[src/sv/iphc_pkg.sv]
`timescale 1ns / 1ps
// ----------------------------------------------------------------------------
// IP packet header classifier - package
// Types, protocol constants and a small helper function shared by the design and checker files.
// ----------------------------------------------------------------------------
package iphc_pkg;

  localparam logic [15:0] MAX_PACKET_BYTES = 16'd65535;

  localparam logic [15:0] KIND_V4   = 16'h0800;
  localparam logic [15:0] KIND_V6   = 16'h86DD;
  localparam logic [7:0]  PROTO_TCP = 8'd6;
  localparam logic [7:0]  PROTO_UDP = 8'd17;

  localparam logic [15:0] PORT_NTP   = 16'd123;
  localparam logic [15:0] PORT_HTTP  = 16'd80;
  localparam logic [15:0] PORT_HTTPS = 16'd443;

  localparam logic [15:0] V4_MIN_LEN     = 16'd20;
  localparam logic [15:0] V6_MIN_LEN     = 16'd40;
  localparam logic [5:0]  V6_HDR_LEN     = 6'd40;
  localparam logic [15:0] V4_PROTO_POS   = 16'd9;
  localparam logic [15:0] V6_PROTO_POS   = 16'd6;
  localparam logic [5:0]  TCP_MIN_HDR    = 6'd20;
  localparam logic [16:0] TCP_MIN_LEN    = 17'd20;
  localparam logic [16:0] UDP_MIN_LEN    = 17'd8;
  localparam logic [15:0] TCP_OFFSET_POS = 16'd12;
  localparam logic [16:0] HTTP_MIN_BYTES = 17'd12;
  localparam logic [15:0] HTTP_MARK_LEN  = 16'd5;
  localparam logic [15:0] STATUS_POS     = 16'd9;

  typedef enum logic [1:0] {
    TRN_TCP   = 2'd0,
    TRN_UDP   = 2'd1,
    TRN_OTHER = 2'd2
  } transport_t;

  typedef enum logic [2:0] {
    SVC_NTP     = 3'd0,
    SVC_HTTP    = 3'd1,
    SVC_QUIC    = 3'd2,
    SVC_TLS     = 3'd3,
    SVC_UNKNOWN = 3'd4
  } service_t;

  // Status text scanner: leading blanks or sign, digits, stopped.
  typedef enum logic [1:0] {
    SCAN_LEAD   = 2'd0,
    SCAN_DIGITS = 2'd1,
    SCAN_STOP   = 2'd3
  } scan_phase_t;

  typedef struct packed {
    logic [7:0]  data_byte;
    logic [15:0] ether_kind;
    logic        last_byte;
  } in_item_t;

  typedef struct packed {
    logic     valid;
    in_item_t item;
  } stage_t;

  typedef struct packed {
    logic        accepted;
    logic        ip_version;
    transport_t  transport;
    service_t    service;
    logic [15:0] source_port;
    logic [15:0] dest_port;
    logic [15:0] packet_length;
    logic [15:0] http_status;
  } result_t;

  // Expected bytes of the "HTTP/" payload mark.
  function automatic logic [7:0] http_mark(input logic [2:0] idx);
    logic [7:0] ch;
    case (idx)
      3'd0:    ch = 8'h48;  // H
      3'd1:    ch = 8'h54;  // T
      3'd2:    ch = 8'h54;  // T
      3'd3:    ch = 8'h50;  // P
      3'd4:    ch = 8'h2F;  // slash
      default: ch = 8'h00;
    endcase
    return ch;
  endfunction

endpackage

[src/sv/iphc_in_if.sv]
`timescale 1ns / 1ps
// ----------------------------------------------------------------------------
// IP packet header classifier - input channel interface
// Valid/ready channel carrying one packet byte per transaction.
// ----------------------------------------------------------------------------
interface iphc_in_if;
  logic        valid;
  logic        ready;
  logic [7:0]  data_byte;
  logic [15:0] ether_kind;
  logic        last_byte;

  modport source (output valid, output data_byte, output ether_kind, output last_byte,
                  input ready);
  modport sink (input valid, input data_byte, input ether_kind, input last_byte,
                output ready);
endinterface

[src/sv/iphc_out_if.sv]
`timescale 1ns / 1ps
// ----------------------------------------------------------------------------
// IP packet header classifier - result channel interface
// Valid/ready channel carrying one classification result per transaction.
// ----------------------------------------------------------------------------
interface iphc_out_if;
  logic        valid;
  logic        ready;
  logic        accepted;
  logic        ip_version;
  logic [1:0]  transport;
  logic [2:0]  service;
  logic [15:0] source_port;
  logic [15:0] dest_port;
  logic [15:0] packet_length;
  logic [15:0] http_status;

  modport source (output valid, output accepted, output ip_version, output transport,
                  output service, output source_port, output dest_port,
                  output packet_length, output http_status, input ready);
  modport sink (input valid, input accepted, input ip_version, input transport,
                input service, input source_port, input dest_port,
                input packet_length, input http_status, output ready);
endinterface

[src/sv/iphc_in_stage.sv]
`timescale 1ns / 1ps
// ----------------------------------------------------------------------------
// IP packet header classifier - input register
// Captures one byte transaction and holds it until the parser takes it.
// ----------------------------------------------------------------------------
module iphc_in_stage (
  input  logic              clk,
  input  logic              rst_n,
  iphc_in_if.sink           in_ch,
  input  logic              take,
  output iphc_pkg::stage_t  stage
);

  logic               valid_r;
  logic               valid_nxt;
  iphc_pkg::in_item_t item_r;
  logic               in_fire;

  assign in_ch.ready = !valid_r || take;
  assign in_fire     = in_ch.valid && in_ch.ready;

  always_comb begin
    valid_nxt = valid_r;
    if (in_fire) begin
      valid_nxt = 1'b1;
    end else if (take) begin
      valid_nxt = 1'b0;
    end
  end

  always_ff @(posedge clk) begin
    if (!rst_n) begin
      valid_r <= 1'b0;
    end else begin
      valid_r <= valid_nxt;
    end
  end

  always_ff @(posedge clk) begin
    if (in_fire) begin
      item_r.data_byte  <= in_ch.data_byte;
      item_r.ether_kind <= in_ch.ether_kind;
      item_r.last_byte  <= in_ch.last_byte;
    end
  end

  assign stage.valid = valid_r;
  assign stage.item  = item_r;

endmodule

[src/sv/iphc_parser.sv]
`timescale 1ns / 1ps
// ----------------------------------------------------------------------------
// IP packet header classifier - byte parser
// Holds the per-packet parse state, folds in one byte per take and forms
// the classification result from the updated state on the last byte.
// ----------------------------------------------------------------------------
module iphc_parser (
  input  logic                clk,
  input  logic                rst_n,
  input  logic                take,
  input  iphc_pkg::in_item_t  item,
  output iphc_pkg::result_t   result
);

  logic [15:0]           pos_r, pos_nxt;
  logic [15:0]           kind_r, kind_nxt;
  logic [5:0]            toff_r, toff_nxt;
  logic [7:0]            proto_r, proto_nxt;
  logic [15:0]           src_r, src_nxt;
  logic [15:0]           dst_r, dst_nxt;
  logic [5:0]            tcp_hdr_r, tcp_hdr_nxt;
  logic                  prefix_ok_r, prefix_ok_nxt;
  iphc_pkg::scan_phase_t phase_r, phase_nxt;
  logic [15:0]           accum_r, accum_nxt;

  logic [7:0]  b;
  logic        first;
  logic        in_range;
  logic [15:0] kind_now;
  logic [5:0]  toff_now;
  logic        is_v4;
  logic        is_v6;
  logic        upd;
  logic [15:0] t;
  logic [15:0] q;
  logic        in_payload;
  logic        scan_en;
  logic        is_digit;
  logic        is_blank;
  logic        is_plus;
  logic [3:0]  dval;
  logic [19:0] prod;

  assign b        = item.data_byte;
  assign first    = (pos_r == 16'd0);
  assign in_range = (pos_r < iphc_pkg::MAX_PACKET_BYTES);
  assign kind_now = first ? item.ether_kind : kind_r;
  assign toff_now = !first ? toff_r :
                    (item.ether_kind == iphc_pkg::KIND_V4) ? {b[3:0], 2'b00} :
                    iphc_pkg::V6_HDR_LEN;
  assign is_v4    = (kind_now == iphc_pkg::KIND_V4);
  assign is_v6    = (kind_now == iphc_pkg::KIND_V6);

  // Offset of this byte inside the transport header, and inside the TCP payload.
  assign t          = pos_r - {10'd0, toff_now};
  assign q          = t - {10'd0, tcp_hdr_r};
  assign upd        = in_range && (is_v4 || is_v6) && (pos_r >= {10'd0, toff_now});
  assign in_payload = (tcp_hdr_r >= iphc_pkg::TCP_MIN_HDR) && (t >= {10'd0, tcp_hdr_r});
  assign scan_en    = upd && in_payload && (q >= iphc_pkg::STATUS_POS);

  assign is_digit = (b >= 8'h30) && (b <= 8'h39);
  assign is_blank = (b == 8'h20) || ((b >= 8'h09) && (b <= 8'h0D));
  assign is_plus  = (b == 8'h2B);
  assign dval     = 4'(b - 8'h30);
  assign prod     = ({4'd0, accum_r} << 3) + ({4'd0, accum_r} << 1) + {16'd0, dval};

  // Per-byte update of the header fields.
  always_comb begin
    pos_nxt       = in_range ? pos_r + 16'd1 : pos_r;
    kind_nxt      = first ? item.ether_kind : kind_r;
    toff_nxt      = toff_now;
    proto_nxt     = proto_r;
    src_nxt       = src_r;
    dst_nxt       = dst_r;
    tcp_hdr_nxt   = tcp_hdr_r;
    prefix_ok_nxt = prefix_ok_r;
    if (in_range && ((is_v4 && pos_r == iphc_pkg::V4_PROTO_POS) ||
                     (is_v6 && pos_r == iphc_pkg::V6_PROTO_POS))) begin
      proto_nxt = b;
    end
    if (upd) begin
      case (t)
        16'd0: src_nxt = {b, src_r[7:0]};
        16'd1: src_nxt = {src_r[15:8], b};
        16'd2: dst_nxt = {b, dst_r[7:0]};
        16'd3: dst_nxt = {dst_r[15:8], b};
        iphc_pkg::TCP_OFFSET_POS: tcp_hdr_nxt = {b[7:4], 2'b00};
        default: begin
          if (in_payload) begin
            if (q == 16'd0) begin
              prefix_ok_nxt = (b == iphc_pkg::http_mark(3'd0));
            end else if (q < iphc_pkg::HTTP_MARK_LEN) begin
              if (b != iphc_pkg::http_mark(q[2:0])) begin
                prefix_ok_nxt = 1'b0;
              end
            end
          end
        end
      endcase
    end
  end

  // Status scanner phase.
  always_comb begin
    phase_nxt = phase_r;
    if (scan_en) begin
      unique case (phase_r)
        iphc_pkg::SCAN_LEAD: begin
          if (is_plus || is_digit) begin
            phase_nxt = iphc_pkg::SCAN_DIGITS;
          end else if (!is_blank) begin
            phase_nxt = iphc_pkg::SCAN_STOP;
          end
        end
        iphc_pkg::SCAN_DIGITS: begin
          if (!is_digit) begin
            phase_nxt = iphc_pkg::SCAN_STOP;
          end
        end
        default: phase_nxt = phase_r;
      endcase
    end
  end

  // Status scanner value, saturating at 16 bits.
  always_comb begin
    accum_nxt = accum_r;
    if (scan_en) begin
      unique case (phase_r)
        iphc_pkg::SCAN_LEAD: begin
          if (is_digit) begin
            accum_nxt = {12'd0, dval};
          end else if (!is_blank && !is_plus) begin
            accum_nxt = 16'd0;
          end
        end
        iphc_pkg::SCAN_DIGITS: begin
          if (is_digit) begin
            accum_nxt = (prod[19:16] != 4'd0) ? 16'hFFFF : prod[15:0];
          end
        end
        default: accum_nxt = accum_r;
      endcase
    end
  end

  // Result formed from the state as it stands after this byte.
  logic        acc_ok;
  logic [16:0] len17;
  logic [16:0] toff17;
  logic        tcp_fit;
  logic        udp_fit;
  logic [15:0] sp;
  logic [15:0] dp;
  logic [15:0] pick;
  logic        http_fit;

  assign len17  = {1'b0, pos_nxt};
  assign toff17 = {11'd0, toff_nxt};
  assign acc_ok = ((kind_nxt == iphc_pkg::KIND_V4) && (pos_nxt >= iphc_pkg::V4_MIN_LEN)) ||
                  ((kind_nxt == iphc_pkg::KIND_V6) && (pos_nxt >= iphc_pkg::V6_MIN_LEN));
  assign tcp_fit = (proto_nxt == iphc_pkg::PROTO_TCP) &&
                   (len17 >= toff17 + iphc_pkg::TCP_MIN_LEN);
  assign udp_fit = (proto_nxt == iphc_pkg::PROTO_UDP) &&
                   (len17 >= toff17 + iphc_pkg::UDP_MIN_LEN);
  assign http_fit = (tcp_hdr_nxt >= iphc_pkg::TCP_MIN_HDR) &&
                    (len17 >= toff17 + {11'd0, tcp_hdr_nxt} + iphc_pkg::HTTP_MIN_BYTES);

  always_comb begin
    result               = '0;
    result.transport     = iphc_pkg::TRN_OTHER;
    result.service       = iphc_pkg::SVC_UNKNOWN;
    result.packet_length = pos_nxt;
    sp                   = 16'd0;
    dp                   = 16'd0;
    if (acc_ok) begin
      result.accepted   = 1'b1;
      result.ip_version = (kind_nxt == iphc_pkg::KIND_V6);
      if (tcp_fit) begin
        result.transport = iphc_pkg::TRN_TCP;
      end else if (udp_fit) begin
        result.transport = iphc_pkg::TRN_UDP;
      end
      if (tcp_fit || udp_fit) begin
        sp = src_nxt;
        dp = dst_nxt;
      end
    end
    result.source_port = sp;
    result.dest_port   = dp;
    pick = ((sp == iphc_pkg::PORT_NTP) || (sp == iphc_pkg::PORT_HTTP) ||
            (sp == iphc_pkg::PORT_HTTPS)) ? sp : dp;
    if (pick == iphc_pkg::PORT_NTP) begin
      result.service = iphc_pkg::SVC_NTP;
    end else if (pick == iphc_pkg::PORT_HTTP) begin
      result.service = iphc_pkg::SVC_HTTP;
    end else if (pick == iphc_pkg::PORT_HTTPS) begin
      result.service = udp_fit && !tcp_fit ? iphc_pkg::SVC_QUIC : iphc_pkg::SVC_TLS;
    end
    if ((pick == iphc_pkg::PORT_HTTP) && tcp_fit && acc_ok && http_fit && prefix_ok_nxt) begin
      result.http_status = accum_nxt;
    end
  end

  // A result clears the whole parse state for the next packet.
  always_ff @(posedge clk) begin
    if (!rst_n || (take && item.last_byte)) begin
      pos_r       <= '0;
      kind_r      <= '0;
      toff_r      <= '0;
      proto_r     <= '0;
      src_r       <= '0;
      dst_r       <= '0;
      tcp_hdr_r   <= '0;
      prefix_ok_r <= 1'b0;
      phase_r     <= iphc_pkg::SCAN_LEAD;
      accum_r     <= '0;
    end else if (take) begin
      pos_r       <= pos_nxt;
      kind_r      <= kind_nxt;
      toff_r      <= toff_nxt;
      proto_r     <= proto_nxt;
      src_r       <= src_nxt;
      dst_r       <= dst_nxt;
      tcp_hdr_r   <= tcp_hdr_nxt;
      prefix_ok_r <= prefix_ok_nxt;
      phase_r     <= phase_nxt;
      accum_r     <= accum_nxt;
    end
  end

endmodule

[src/sv/iphc_out_stage.sv]
`timescale 1ns / 1ps
// ----------------------------------------------------------------------------
// IP packet header classifier - result register
// Holds one result transaction until the downstream side takes it.
// ----------------------------------------------------------------------------
module iphc_out_stage (
  input  logic               clk,
  input  logic               rst_n,
  input  logic               load,
  input  iphc_pkg::result_t  result,
  output logic               free,
  iphc_out_if.source         out_ch
);

  logic              valid_r;
  logic              valid_nxt;
  iphc_pkg::result_t result_r;

  assign free = !valid_r || out_ch.ready;

  always_comb begin
    valid_nxt = valid_r;
    if (load) begin
      valid_nxt = 1'b1;
    end else if (out_ch.ready) begin
      valid_nxt = 1'b0;
    end
  end

  always_ff @(posedge clk) begin
    if (!rst_n) begin
      valid_r <= 1'b0;
    end else begin
      valid_r <= valid_nxt;
    end
  end

  always_ff @(posedge clk) begin
    if (load) begin
      result_r <= result;
    end
  end

  assign out_ch.valid         = valid_r;
  assign out_ch.accepted      = result_r.accepted;
  assign out_ch.ip_version    = result_r.ip_version;
  assign out_ch.transport     = result_r.transport;
  assign out_ch.service       = result_r.service;
  assign out_ch.source_port   = result_r.source_port;
  assign out_ch.dest_port     = result_r.dest_port;
  assign out_ch.packet_length = result_r.packet_length;
  assign out_ch.http_status   = result_r.http_status;

endmodule

[src/sv/ip_packet_header_classifier_top.sv]
`timescale 1ns / 1ps
// ----------------------------------------------------------------------------
// IP packet header classifier - top level
// Parses IPv4/IPv6 packets byte by byte and reports a classification result.
// ----------------------------------------------------------------------------
// The classifier takes one packet byte per input transaction, starting at the
// IP header, with the link protocol number sampled on the first byte, and
// produces exactly one result transaction for each byte that carries the last
// byte flag. It sustains one byte per clock cycle unless a last byte stalls:
// a byte is registered at the input and then folded into the parse state, and
// on the last byte the result is written to the output register as that byte
// is folded in, provided the output register is free at that point. The
// output register decouples the two sides; input bytes keep flowing while a
// result waits, and only a last byte stalls (for as long as the previous
// result has not been taken). The result reports acceptance (IPv4 of at least
// 20 bytes, IPv6 of at least 40), IP version, TCP/UDP/other transport, both
// ports, a service picked from the ports, the byte count (saturating at
// 65535) and an HTTP status code read from a TCP payload that starts with
// "HTTP/". No clearing pass is needed after reset.
// ----------------------------------------------------------------------------
module ip_packet_header_classifier_top (
  input  logic       clk,
  input  logic       rst_n,
  iphc_in_if.sink    in_ch,
  iphc_out_if.source out_ch
);

  iphc_pkg::stage_t  stage;
  iphc_pkg::result_t result;
  logic              out_free;
  logic              take;

  // A byte moves into the parser unless it ends a packet and the result
  // register is still occupied.
  assign take = stage.valid && (!stage.item.last_byte || out_free);

  iphc_in_stage u_in_stage (
    .clk   (clk),
    .rst_n (rst_n),
    .in_ch (in_ch),
    .take  (take),
    .stage (stage)
  );

  iphc_parser u_parser (
    .clk    (clk),
    .rst_n  (rst_n),
    .take   (take),
    .item   (stage.item),
    .result (result)
  );

  iphc_out_stage u_out_stage (
    .clk    (clk),
    .rst_n  (rst_n),
    .load   (take && stage.item.last_byte),
    .result (result),
    .free   (out_free),
    .out_ch (out_ch)
  );

endmodule

[src/flat_wrapper.sv]
// flat-port wrapper written by rule: the top's interface ports become plain ports
module ip_packet_header_classifier_top_flat 
  (clk, rst_n, in_ch_valid, in_ch_data_byte, in_ch_ether_kind, in_ch_last_byte, in_ch_ready, out_ch_valid, out_ch_accepted, out_ch_ip_version, out_ch_transport, out_ch_service, out_ch_source_port, out_ch_dest_port, out_ch_packet_length, out_ch_http_status, out_ch_ready);
  iphc_in_if in_ch_i ();
  iphc_out_if out_ch_i ();
  input  logic clk;
  input  logic rst_n;
  input wire logic [$bits(in_ch_i.valid)-1:0] in_ch_valid;
  input wire logic [$bits(in_ch_i.data_byte)-1:0] in_ch_data_byte;
  input wire logic [$bits(in_ch_i.ether_kind)-1:0] in_ch_ether_kind;
  input wire logic [$bits(in_ch_i.last_byte)-1:0] in_ch_last_byte;
  output wire logic [$bits(in_ch_i.ready)-1:0] in_ch_ready;
  output wire logic [$bits(out_ch_i.valid)-1:0] out_ch_valid;
  output wire logic [$bits(out_ch_i.accepted)-1:0] out_ch_accepted;
  output wire logic [$bits(out_ch_i.ip_version)-1:0] out_ch_ip_version;
  output wire logic [$bits(out_ch_i.transport)-1:0] out_ch_transport;
  output wire logic [$bits(out_ch_i.service)-1:0] out_ch_service;
  output wire logic [$bits(out_ch_i.source_port)-1:0] out_ch_source_port;
  output wire logic [$bits(out_ch_i.dest_port)-1:0] out_ch_dest_port;
  output wire logic [$bits(out_ch_i.packet_length)-1:0] out_ch_packet_length;
  output wire logic [$bits(out_ch_i.http_status)-1:0] out_ch_http_status;
  input wire logic [$bits(out_ch_i.ready)-1:0] out_ch_ready;
  assign in_ch_i.valid = in_ch_valid;
  assign in_ch_i.data_byte = in_ch_data_byte;
  assign in_ch_i.ether_kind = in_ch_ether_kind;
  assign in_ch_i.last_byte = in_ch_last_byte;
  assign in_ch_ready = in_ch_i.ready;
  assign out_ch_valid = out_ch_i.valid;
  assign out_ch_accepted = out_ch_i.accepted;
  assign out_ch_ip_version = out_ch_i.ip_version;
  assign out_ch_transport = out_ch_i.transport;
  assign out_ch_service = out_ch_i.service;
  assign out_ch_source_port = out_ch_i.source_port;
  assign out_ch_dest_port = out_ch_i.dest_port;
  assign out_ch_packet_length = out_ch_i.packet_length;
  assign out_ch_http_status = out_ch_i.http_status;
  assign out_ch_i.ready = out_ch_ready;
  ip_packet_header_classifier_top u_core (.clk(clk), .rst_n(rst_n), .in_ch(in_ch_i), .out_ch(out_ch_i));
endmodule
[config.mk]
export PLATFORM = sky130hd
export DESIGN_NAME = ip_packet_header_classifier_top_flat
export DESIGN_NICKNAME = d
export VERILOG_FILES = /design/src/sv/iphc_pkg.sv /design/src/sv/iphc_in_if.sv /design/src/sv/iphc_out_if.sv /design/src/sv/iphc_in_stage.sv /design/src/sv/iphc_parser.sv /design/src/sv/iphc_out_stage.sv /design/src/sv/ip_packet_header_classifier_top.sv /design/src/flat_wrapper.sv
export SDC_FILE = /design/constraint.sdc
export NUM_CORES = 1
export LEC_CHECK = 0
export BUFFER_PORTS_ARGS = -buffer_cell sky130_fd_sc_hd__buf_2
export CAP_MARGIN = 10
export CORE_MARGIN = 1
export CORE_UTILIZATION = 60
export DETAILED_ROUTE_END_ITERATION = 8
export GPL_ROUTABILITY_DRIVEN = 0
export MAX_ROUTING_LAYER = met4
export PLACE_DENSITY = 0.91
export SLEW_MARGIN = 20
export SYNTH_ARGS = -nofsm -noshare
export SYNTH_HDL_FRONTEND = slang
export SYNTH_SLANG_ARGS = --single-unit
[constraint.sdc]
create_clock -name clk -period 16.48 [get_ports clk]
set_input_delay 1.648 -clock clk [delete_from_list [all_inputs] [get_ports clk]]
set_output_delay 1.648 -clock clk [all_outputs]
set_load 0.1 [all_outputs]
# Yosys cells after proc, flatten, opt, wreduce, memory -nomap -nowiden

Cells that the tools add are included.

Eq/ne operators: 28
$lt $le $gt $ge: 16
Reduce and logical (&&, ||, !) cells: 58
Mux-type cells: 48
Bitwise logic cells: 2
Add/sub/neg operators: 10

Operators with widths:

| cell                                                 | number |
|---|---|
| two-way mux 16 bit                                   | 14 |
| case mux 16 bit (2 select lines)                     | 3 |
| == test 16 x 7 -> 1 bit, second input constant       | 4 |
| logical NOT 16 bit                                   | 3 |
| two-way mux 8 bit                                    | 6 |
| == test 16 x 12 -> 1 bit, second input constant      | 2 |
| == test 16 x 2 -> 1 bit, second input constant       | 2 |
| == test 16 x 4 -> 1 bit, second input constant       | 2 |
| == test 16 x 9 -> 1 bit, second input constant       | 2 |
| >= comparator 16 x 6 -> 1 bit                        | 2 |
| >= comparator 16 x 7 -> 1 bit                        | 2 |
| subtractor 16 x 6 -> 16 bit                          | 2 |
| case mux 7 bit (4 select lines)                      | 1 |
| logical AND 1 bit                                    | 24 |
| two-way mux 6 bit                                    | 4 |
| adder 19 x 17 -> 20 bit                              | 1 |
| adder 20 x 4 -> 20 bit                               | 1 |
| adder 16 x 1 -> 16 bit, second input constant        | 1 |
| == test 16 x 1 -> 1 bit, second input constant       | 1 |
| == test 16 bit, second input constant                | 1 |
| == test 16 x 3 -> 1 bit, second input constant       | 1 |
| == test 8 x 6 -> 1 bit, second input constant        | 2 |
| >= comparator 16 x 4 -> 1 bit, second input constant | 1 |
| >= comparator 16 x 5 -> 1 bit, second input constant | 1 |
| 40 further kinds                                     | 79 |

Register bits after elaboration: 201
Logic and storage cells: 188
Output and inout bits: 73
Input port bits: 29

# Depth between registers and ports, before layout

Gate-level depths: netlist of the first run.

Word-level depth: 21
Gate-level depth with buffers: 40
Depth with buffers taken out: 36

# Hierarchy

From an unflattened synthesis of the first run, not the netlist that was laid out.

Cell total of the unflattened synthesis: 1466
Area total of the unflattened synthesis: 12778.5 µm²

Modules (own cells, without submodules):

| module                          | instances | area an instance (µm²) | cells an instance | sequential area each (µm²) |
|---|---|---|---|---|
| iphc_parser                     | 1         | 9763.1                 | 1357              | 2062.0 |
| iphc_out_stage                  | 1         | 2180.8                 | 75                | 2152.1 |
| iphc_in_stage                   | 1         | 815.8                  | 31                | 770.7 |
| ip_packet_header_classifier_top | 1         | 18.8                   | 3                 | 0.0 |

# Worst setup path after synthesis of the first run

No wires, ideal clock.

Kind: flip-flop to flip-flop
Start: register u_core.u_parser.pos_r[1]
End: register u_core.u_out_stage.result_r, in the netlist u_core.u_out_stage.out_ch.http_status[11], data pin
Clock period less this slack: 6.944 ns
Path buffers: 3
Cell stages (with the launch flop): 39
Slack: 9.536 ns
Required time: 16.338 ns
Library setup time: 0.142 ns
Data arrival time: 6.802 ns
Cell sequence: dfxtp_1 -> inv_1 -> ha_1 -> nor4b_2 -> nand4_1 -> buf_2 -> and2_1 -> ha_1 -> inv_1 -> fa_1 -> o21a_1 -> a31oi_2 -> and2_1 -> buf_2 -> nand2_1 -> maj3_1 -> o211a_1 -> nand3_2 -> [... 3 more ...] -> nor2_1 -> a21oi_1 -> xnor2_1 -> inv_1 -> ha_1 -> a21o_1 -> a21oi_1 -> o21ai_0 -> a21oi_1 -> xor2_1 -> ha_1 -> nor2b_1 -> o21ai_0 -> a211oi_1 -> o21ai_0 -> a211o_4 -> buf_6 -> a21oi_2

Elaborated cells on any way between the ends: 94
Classes of those cells: add/sub (7); order compare (11); eq/ne (19); mux (28); reduce/logical (29)

RTL lines:

| element                                                          | line                 | text |
|---|---|---|
| start, declared                                                  | iphc_parser.sv:15    | `logic [15:0] pos_r, pos_nxt;` |
| start signal, assigned                                           | iphc_parser.sv:219   | `pos_r <= pos_nxt;` |
| logical NOT 16 bit *                                             | iphc_parser.sv:45    | `assign first = (pos_r == 16'd0);` |
| two-way mux 6 bit *                                              | iphc_parser.sv:48    | `assign toff_now = !first ? toff_r :` |
| net u_core.u_parser.toff_now[0]                                  | iphc_parser.sv:30    | `logic [5:0] toff_now;` |
| subtractor 16 x 6 -> 16 bit                                      | iphc_parser.sv:55    | `assign t = pos_r - {10'd0, toff_now};` |
| subtractor 16 x 6 -> 16 bit                                      | iphc_parser.sv:56    | `assign q = t - {10'd0, tcp_hdr_r};` |
| == test 3 x 2 -> 1 bit or == test 3 x 1 -> 1 bit (tied branches) | iphc_pkg.sv:78       | `case (idx)` |
| OR reduction 2 bit (no source line)                              | --                   |  |
| case mux 7 bit (4 select lines)                                  | iphc_pkg.sv:78       |  |
| [... 5 more ...]                                                 | --                   |  |
| != test 8 bit                                                    | iphc_parser.sv:93    | `if (b != iphc_pkg::http_mark(q[2:0])) begin` |
| two-way mux 1 bit                                                | iphc_parser.sv:93    |  |
| two-way mux 1 bit                                                | iphc_parser.sv:92    | `end else if (q < iphc_pkg::HTTP_MARK_LEN) begin` |
| two-way mux 1 bit                                                | iphc_parser.sv:90    | `if (q == 16'd0) begin` |
| two-way mux 1 bit                                                | iphc_parser.sv:89    | `if (in_payload) begin` |
| two-way mux 1 bit                                                | iphc_parser.sv:82    | `case (t)` |
| two-way mux 1 bit                                                | iphc_parser.sv:81    | `if (upd) begin` |
| logical AND 1 bit                                                | iphc_parser.sv:200   | `if ((pick == iphc_pkg::PORT_HTTP) && tcp_fit && acc_ok && http_fit && prefix_ok_nxt) begin` |
| end signal, assigned                                             | iphc_out_stage.sv:40 | `result_r <= result;` |
| end, declared                                                    | iphc_out_stage.sv:17 | `iphc_pkg::result_t result_r;` |

The timed path passes the listed nets; every way through them passes the cells marked *. The select of a mux whose other input is x is not followed.
A chain may end at the register's enable or synchronous reset.

# Worst setup path in the final report of the first run

Start: register u_core.u_parser.pos_r[9]
End: register u_core.u_out_stage.result_r, in the netlist u_core.u_out_stage.out_ch.http_status[0], data pin

Longest elaborated chain between the ends: 21
Elaborated cells on any way between the ends: 94
Classes of those cells: add/sub (7); order compare (11); eq/ne (19); mux (28); reduce/logical (29)

Ends and longest elaborated chain:

| element |
|---|
| parallel branches: the longest is 21 deep, another holds subtractor 16 x 6 -> 16 bit |

Parallel ways; which one is timed is not known. The select of a mux whose other input is x is not followed.

==> results of run 1 <==
[area by class of cell]
class	count	area (sq um)	area share, %
repair buffers	117	626	4.53
clock inverters	11	96.3	0.698
multi-input cells	1094	7000	50.7
inverters	41	154	1.12
flip-flops and latches	201	4980	36.1
well taps	270	338	2.45
clock buffers	29	598	4.33
[worst register-to-register path, delay by kind of cell, from the launching register on]
family | cells | cell delay, ns
AOI/OAI and AO/OA | 13 | 2.96
xor gates and xnor gates | 2 | 0.31
adders and majority gates | 4 | 1.29
buffers and inverters | 1 | 0.08
DFF | 1 | 0.45
and+or+nand+nor | 12 | 3.17
[per-layer routing]
| layer | GRT usage (%) | part of all wire, % | wire length (microns) | up-vias |
|---|---|---|---|---|
| li1 | - | - | - | 5230 |
| met1 | 38.3 | 40 | 12800 | 5232 |
| met4 | 11.8 | 3.4 | 1090 | 0 |
| met2 | 49.1 | 47 | 14800 | 644 |
| met3 | 5.28 | 9.8 | 3140 | 116 |
| met5 | - | 0 | 0 | - |
[cell families after synthesis]
group           Yosys count  share of synthesized area [%]
fa+ha+maj                87                           8.96
flops                   201                           40.1
xor+xnor                 43                           3.03
simple gates            590                           23.2
buf+inv                 119                           3.86
mux                      52                           4.23
compound gates          322                           16.6
[flip-flops by register name, summed over array words and instances (netlist names), 16 cells and up]
register,count
u_core.u_parser.kind_r,16
u_core.u_in_stage.stage,25
u_core.u_out_stage.out_ch.http_status,16
u_core.u_parser.accum_r,16
u_core.u_parser.pos_r,16
u_core.u_out_stage.out_ch.dest_port,16
u_core.u_parser.dst_r,16
u_core.u_out_stage.out_ch.source_port,16
u_core.u_out_stage.out_ch.packet_length,16
u_core.u_parser.src_r,16
[path summary, 6_finish.rpt]
check                                  start                                       end  slack [ns]  cells after the start
setup / recovery    u_core.u_parser.pos_r[9]  u_core.u_out_stage.out_ch.http_status[0]        8.09                     32
hold / removal    u_core.u_parser.kind_r[13]                u_core.u_parser.kind_r[13]        0.45                      2
hold reg to reg   u_core.u_parser.kind_r[13]                u_core.u_parser.kind_r[13]        0.45                      2
setup reg to reg    u_core.u_parser.pos_r[9]  u_core.u_out_stage.out_ch.http_status[0]        8.09                     32
[synth_stat cells, types with 4 or more instances]
| library cell | number |
|---|---|
| nand2b_1 | 17 |
| or2_2 | 5 |
| nor3_1 | 39 |
| mux2i_1 | 47 |
| buf_2 | 12 |
| or4_1 | 5 |
| xor2_1 | 19 |
| o31ai_1 | 4 |
| fa_1 | 5 |
| nor2b_1 | 22 |
| o21ai_0 | 63 |
| a21oi_1 | 124 |
| xnor2_1 | 24 |
| inv_1 | 40 |
| nor2_1 | 132 |
| nand4_1 | 18 |
| a21o_1 | 9 |
| nand2_1 | 215 |
| o21bai_1 | 7 |
| ha_1 | 77 |
| and2_1 | 17 |
| and4_1 | 6 |
| clkbuf_1 | 58 |
| nand3_1 | 35 |
| edfxtp_1 | 96 |
| a31oi_1 | 12 |
| o211ai_1 | 7 |
| o211a_1 | 5 |
| nand3b_1 | 4 |
| and3_1 | 15 |
| nor4b_1 | 5 |
| maj3_1 | 4 |
| o22ai_1 | 5 |
| mux2_2 | 5 |
| a21oi_2 | 10 |
| dfxtp_1 | 105 |
| buf_1 | 5 |
| o2bb2ai_1 | 9 |
| or3_1 | 7 |
| nor4_1 | 19 |
| o21a_1 | 10 |
| a211oi_1 | 12 |
[power by group through the flow]
stage / clock, mW / sequential [mW] / combinational (mW)
global placement: 0 / 0.546 / 0.115
finish: 0.474 / 0.536 / 0.123
detailed placement: 0 / 0.547 / 0.119
CTS: 0.479 / 0.536 / 0.120
global route: 0.501 / 0.537 / 0.133
floorplan: 0 / 0.557 / 0.0791
[stage by stage]
| step | area (sq um) | utilization [%] |
|---|---|---|
| 2_1_floorplan | 12400 | - |
| 3_3_place_gp | 13100 | 64.5 |
| 3_5_place_dp | 13100 | 64.5 |
| 4_1_cts | 13800 | 68.0 |
| 5_1_grt | 13800 | 68.0 |
| 6_report | 13800 | 68.0 |
==> flow_metrics.py, run 1 <==
metrics = {
    "outcome": {
        "outcome": "finished, final reports clean",
    },
    "timing": {
        "drv_slew": 0,
        "setup_viol": 0,
        "fmax_mhz": 119,
        "skew_ns": 0.0207,
        "finalHoldViolations": 0,
        "whs_ns": 0.452,
        "max_slew.worst_pin.slew_ns": 1.12,
        "post-route-min-period_ns": 8.39,
        "min_period_over_period_pct": 50.9,
        "fin_ws_ns": 8.09,
        "rsz0062_at_grt": "false",
        "setup_tns_ns": 0,
        "slew_headroom_pct": 24.8,
    },
    "power_and_ir_drop": {
        "power_mw": 1.13,
        "p_clk_share_pct": 41.8,
        "p_sw_share_pct": 25.7,
        "p_switching_mw": 0.291,
        "cellLeakagePower_nw": 5.34,
        "ir_drop_mv": 0.0855,
        "power_per_cell_area_nw_per_um2": 82.1,
        "seq_power_share_pct": 47.3,
        "p_int_mw": 0.842,
        "p_comb_share_pct": 10.9,
    },
    "critical_path": {
        "crit_family": "simple AND/OR/NAND/NOR gates",
        "cp.buffers_inverters": 1,
        "startpoint_type": "flop",
        "slowest_stage": "nand4_1",
        "crit_path_max_incr_delay_ns": 0.60,
        "crit_arrival_ns": 8.73,
        "cp_max_fo": 16,
        "end_kind": "flop",
        "path_class": "flop to flop",
        "required_ns": 16.83,
    },
    "synth": {
        "synth_fp_nets": 1525,
        "synth_area_per_cell_sq_um": 8.80,
        "synth_cells": 1414,
        "synth_area_sq_um": 12400,
        "synth_top_flop_cell": "dfxtp_1",
        "synth_top_area_share_pct": 23.2,
        "yosys_warnings": 0,
        "synth-async-reset-ratio_pct": 0,
        "synth_top_area_cell": "edfxtp_1",
        "synth_enable_flop_cells": 96,
        "synth-seq-cells": 201,
        "ys_types": 89,
        "yosysSeqAreaShare_pct": 40.1,
        "synth.area.top_cells": "edfxtp_1 (23%), dfxtp_1 (17%), ha_1 (7.7%)",
    },
    "finish": {
        "diodes": 0,
        "syn_to_final_growth_pct": 10.9,
        "final_nets": 1588,
        "fillers": 1521,
        "fin_cells": 1763,
        "final_cell_mix": "nand2_1 (215), nor2_1 (131), a21oi_1 (124), dfxtp_1 (105), buf_2 (101)",
        "layout-drive-gt1-share_pct": 13.9,
        "final_common_cell": "nand2_1",
    },
    "routing": {
        "wirelength_microns": 31900,
        "drtIter0Drc": 1294,
        "remaining_drc_errors": 0,
        "vias": 11200,
        "ant_nets": 0,
        "viasPerCell": 6.37,
        "routedWlPerCell_microns": 18.1,
        "firstDrtPassIters": 6,
    },
    "worst_hold_path": {
        "min_path_type": "flop to flop",
    },
    "global_routing": {
        "grt.total_usage_pct": 30.5,
        "antenna_found_initial": 0,
        "overflow": 0,
        "grt_pass1_vias": 10600,
        "grt_first_pass_wirelength_microns": 51500,
        "grt_max_degree": 75,
    },
    "clocking": {
        "cts_resized": 0,
        "cts_setup_buffers": 0,
        "clock_latency_ns": 0.51,
        "path_clk_slew_ns": 0.06,
        "cts_buffer_depth": 3,
        "htree_levels": 1,
        "cts_tree": "done",
        "clkSinkCount": 201,
        "cts.hold.buffers_added": 0,
        "numCtsBuffers": 22,
        "cts_root_buf": "clkbuf_16",
    },
    "placed_design": {
        "port_buffers": 101,
        "dp.final_hpwl_microns": 22100,
        "place_inst": 1723,
        "dpl_worst_slack_ns": 8.25,
    },
    "floorplan": {
        "die_area_sq_um": 21300,
        "rows": 52,
        "core_area_sq_um": 20300,
        "io_pins": 102,
        "die_x_microns": 146,
        "start_util_pct": 61.3,
        "chipHeight_microns": 146,
    },
    "flow_run": {
        "cap_violations": 0,
    },
}
Note: power is estimated with default switching activity, not from simulation.
==> run 2, diff against run 1 <==
--- a/config.mk
+++ b/config.mk
@@ -8,11 +8,11 @@
 export BUFFER_PORTS_ARGS = -buffer_cell sky130_fd_sc_hd__buf_2
 export CAP_MARGIN = 10
 export CORE_MARGIN = 1
-export CORE_UTILIZATION = 60
+export CORE_UTILIZATION = 55
 export DETAILED_ROUTE_END_ITERATION = 8
 export GPL_ROUTABILITY_DRIVEN = 0
 export MAX_ROUTING_LAYER = met4
-export PLACE_DENSITY = 0.91
+export PLACE_DENSITY = 0.88
 export SLEW_MARGIN = 20
 export SYNTH_ARGS = -nofsm -noshare
 export SYNTH_HDL_FRONTEND = slang
==> constraint.sdc (replaced) <==
create_clock -name clk -period 7 [get_ports clk]
set_input_delay 0.7 -clock clk [delete_from_list [all_inputs] [get_ports clk]]
set_output_delay 0.7 -clock clk [all_outputs]
set_load 0.1 [all_outputs]
==> run 2 against run 1 <==
The run now ends with design-rule violations left. Via count grew 1.6%. Wire length is 2.9% higher. Sequential power rose by 140%. Cell count increased by 3.2%. Combinational power rose to 2.6 times the previous value. Non-clock buffer count grew 46. Critical path depth up 2. Worst hold slack lost 0.090 ns. Largest cell class unchanged.
==> flow_metrics.py, run 2 (synthesized netlist as in run 1, its figures left out) <==
metrics = {
    "placed_design": {
        "port_buffers": 101,
        "dpl_worst_slack_ns": -0.0589,
        "dp.final_hpwl_microns": 23000,
    },
    "critical_path": {
        "rr_worst_depth": 34,
        "slowest_stage": "nor4_2",
        "crit_family": "simple AND/OR/NAND/NOR gates",
        "crit_path_max_incr_delay_ns": 0.46,
        "end_kind": "flop",
        "path_class": "flop to flop",
        "cp.buffers_inverters": 3,
        "r2r-end": "u_core.u_out_stage.out_ch.http_status[15]",
        "path_depth": 34,
        "rr_startpoint": "u_core.u_parser.pos_r[4]",
        "rrSetupSlack_ns": 0.23,
        "cp_max_fo": 6,
        "required_ns": 7.38,
        "startpoint_type": "flop",
        "crit_arrival_ns": 7.15,
    },
    "routing": {
        "remaining_drc_errors": 7,
        "wirelength_microns": 32800,
        "routedWlPerCell_microns": 18.0,
        "viasPerCell": 6.27,
        "firstDrtPassIters": 9,
        "vias": 11400,
        "drtIter0Drc": 1151,
        "ant_nets": 0,
    },
    "global_routing": {
        "grt_max_degree": 73,
        "grt.total_usage_pct": 28.3,
        "overflow": 0,
        "grt_pass1_vias": 10800,
        "grt_first_pass_wirelength_microns": 52800,
        "antenna_found_initial": 0,
    },
    "power_and_ir_drop": {
        "power_per_cell_area_nw_per_um2": 189,
        "ir_drop_mv": 0.195,
        "cellLeakagePower_nw": 5.62,
        "power_mw": 2.71,
    },
    "clocking": {
        "numCtsBuffers": 22,
        "path_clk_slew_ns": 0.07,
        "cts_tree": "done",
        "cts_buffer_depth": 3,
        "cts_root_buf": "clkbuf_16",
        "htree_levels": 1,
        "clkSinkCount": 201,
        "clock_latency_ns": 0.52,
    },
    "floorplan": {
        "die_area_sq_um": 23200,
        "rows": 54,
        "chipHeight_microns": 152,
        "core_area_sq_um": 22000,
        "start_util_pct": 56.5,
        "die_x_microns": 152,
        "io_pins": 102,
    },
    "finish": {
        "largest_reg_flops": 25,
        "final_common_cell": "nand2_1",
        "syn_to_final_growth_pct": 15.1,
        "fillers": 1717,
        "diodes": 0,
        "final_nets": 1634,
        "layout-drive-gt1-share_pct": 17.9,
        "final_cell_mix": "nand2_1 (213), nor2_1 (130), a21oi_1 (121), dfxtp_1 (105), buf_2 (101)",
        "register_area_sq_um": 4980,
        "multiInputGateArea_sq_um": 7140,
    },
    "timing": {
        "drv_slew": 0,
        "slew_headroom_pct": 31.3,
        "fin_ws_ns": 0.227,
        "max_slew.worst_pin.slew_ns": 1.02,
        "whs_ns": 0.362,
        "min_period_over_period_pct": 96.8,
        "post-route-min-period_ns": 6.77,
        "fmax_mhz": 148,
        "finalHoldViolations": 0,
        "setup_viol": 0,
        "skew_ns": 0.0165,
    },
    "flow_run": {
        "cap_violations": 0,
    },
    "worst_hold_path": {
        "min_path_type": "primary input to flop",
        "hp-start": "in_ch_last_byte",
        "hold_path_end": "u_core.u_in_stage.stage[0]",
        "holdPathStages": 1,
    },
    "outcome": {
        "outcome": "complete, but fails checks",
        "failed_checks": "design-rule violations",
    },
}
run 2: cell types whose count changed in the layout (fill, tap and decap cells not counted), moves of 2 or more:
cell and delta:
nor4_1 -2, buf_4 +43, buf_12 +2, ha_1 -2, o21ai_2 +2, nand2_1 -2, a21oi_1 -3, inv_6 -2
clkbuf_8 +2, o21ai_0 -2, a21oi_2 +3, nor4_4 +2
run 2: worst max path at each step:
stage | start | end | slack [ns]
after detailed placement | u_core.u_parser.pos_r[0] | u_core.u_out_stage.out_ch.http_status[1] | -0.06
final | u_core.u_parser.pos_r[4] | u_core.u_out_stage.out_ch.http_status[15] | 0.23
after floorplan | u_core.u_parser.pos_r[1] | u_core.u_out_stage.out_ch.http_status[11] | 0.06
after CTS | u_core.u_parser.pos_r[0] | u_core.u_out_stage.out_ch.http_status[4] | 0.03
after global routing | u_core.u_in_stage.stage[7] | u_core.u_out_stage.out_ch.http_status[5] | -0.09
after global placement | u_core.u_parser.pos_r[0] | u_core.u_out_stage.out_ch.http_status[0] | 0.29
run 2: layer usage:
layer	routed length, microns	up-vias	track usage (%)
met5	0	-	-
met4	1270	0	10.4
met3	3150	127	4.04
met2	15200	647	45.2
met1	13200	5312	36.5
li1	-	5314	-
run 2: area by class of cell:
type | count | area share (%)
clock buffer | 29 | 4.16
clock inverter | 11 | 0.707
inverter | 41 | 1.07
multi-input combinational | 1094 | 49.8
sequential | 201 | 34.8
tap | 280 | 2.44
timing repair buffer | 163 | 6.98
run 2: report_power, final:
part	total [mW]	leakage, nW	internal [mW]	switching (mW)
clock network	1.13	0.344	0.643	0.483
registers	1.27	1.86	1.25	0.0176
logic	0.314	3.42	0.107	0.208
total	2.71	5.62	2.00	0.708
run 2: per-stage QoR:
| step | setup TNS [ns] | utilization [%] | instances | cell area [sq um] |
|---|---|---|---|---|
| floorplan | 0 | - | 1414 | 12400 |
| global placement | 0 | 60.9 | 1774 | 13400 |
| detailed placement | -0.0987 | 60.9 | 1774 | 13400 |
| CTS | 0 | 64.3 | 1816 | 14200 |
| global route | -0.833 | 65.1 | 1819 | 14300 |
| finish | 0 | 65.1 | 1819 | 14300 |
run 2: what timing repair did:
item | CTS | global route
setup buffers | 2 | 3
setup endpoints to repair | 8 | 16
resized for setup | 2 | 29
pin swaps | 1 | 11
hold buffers | 0 | 0
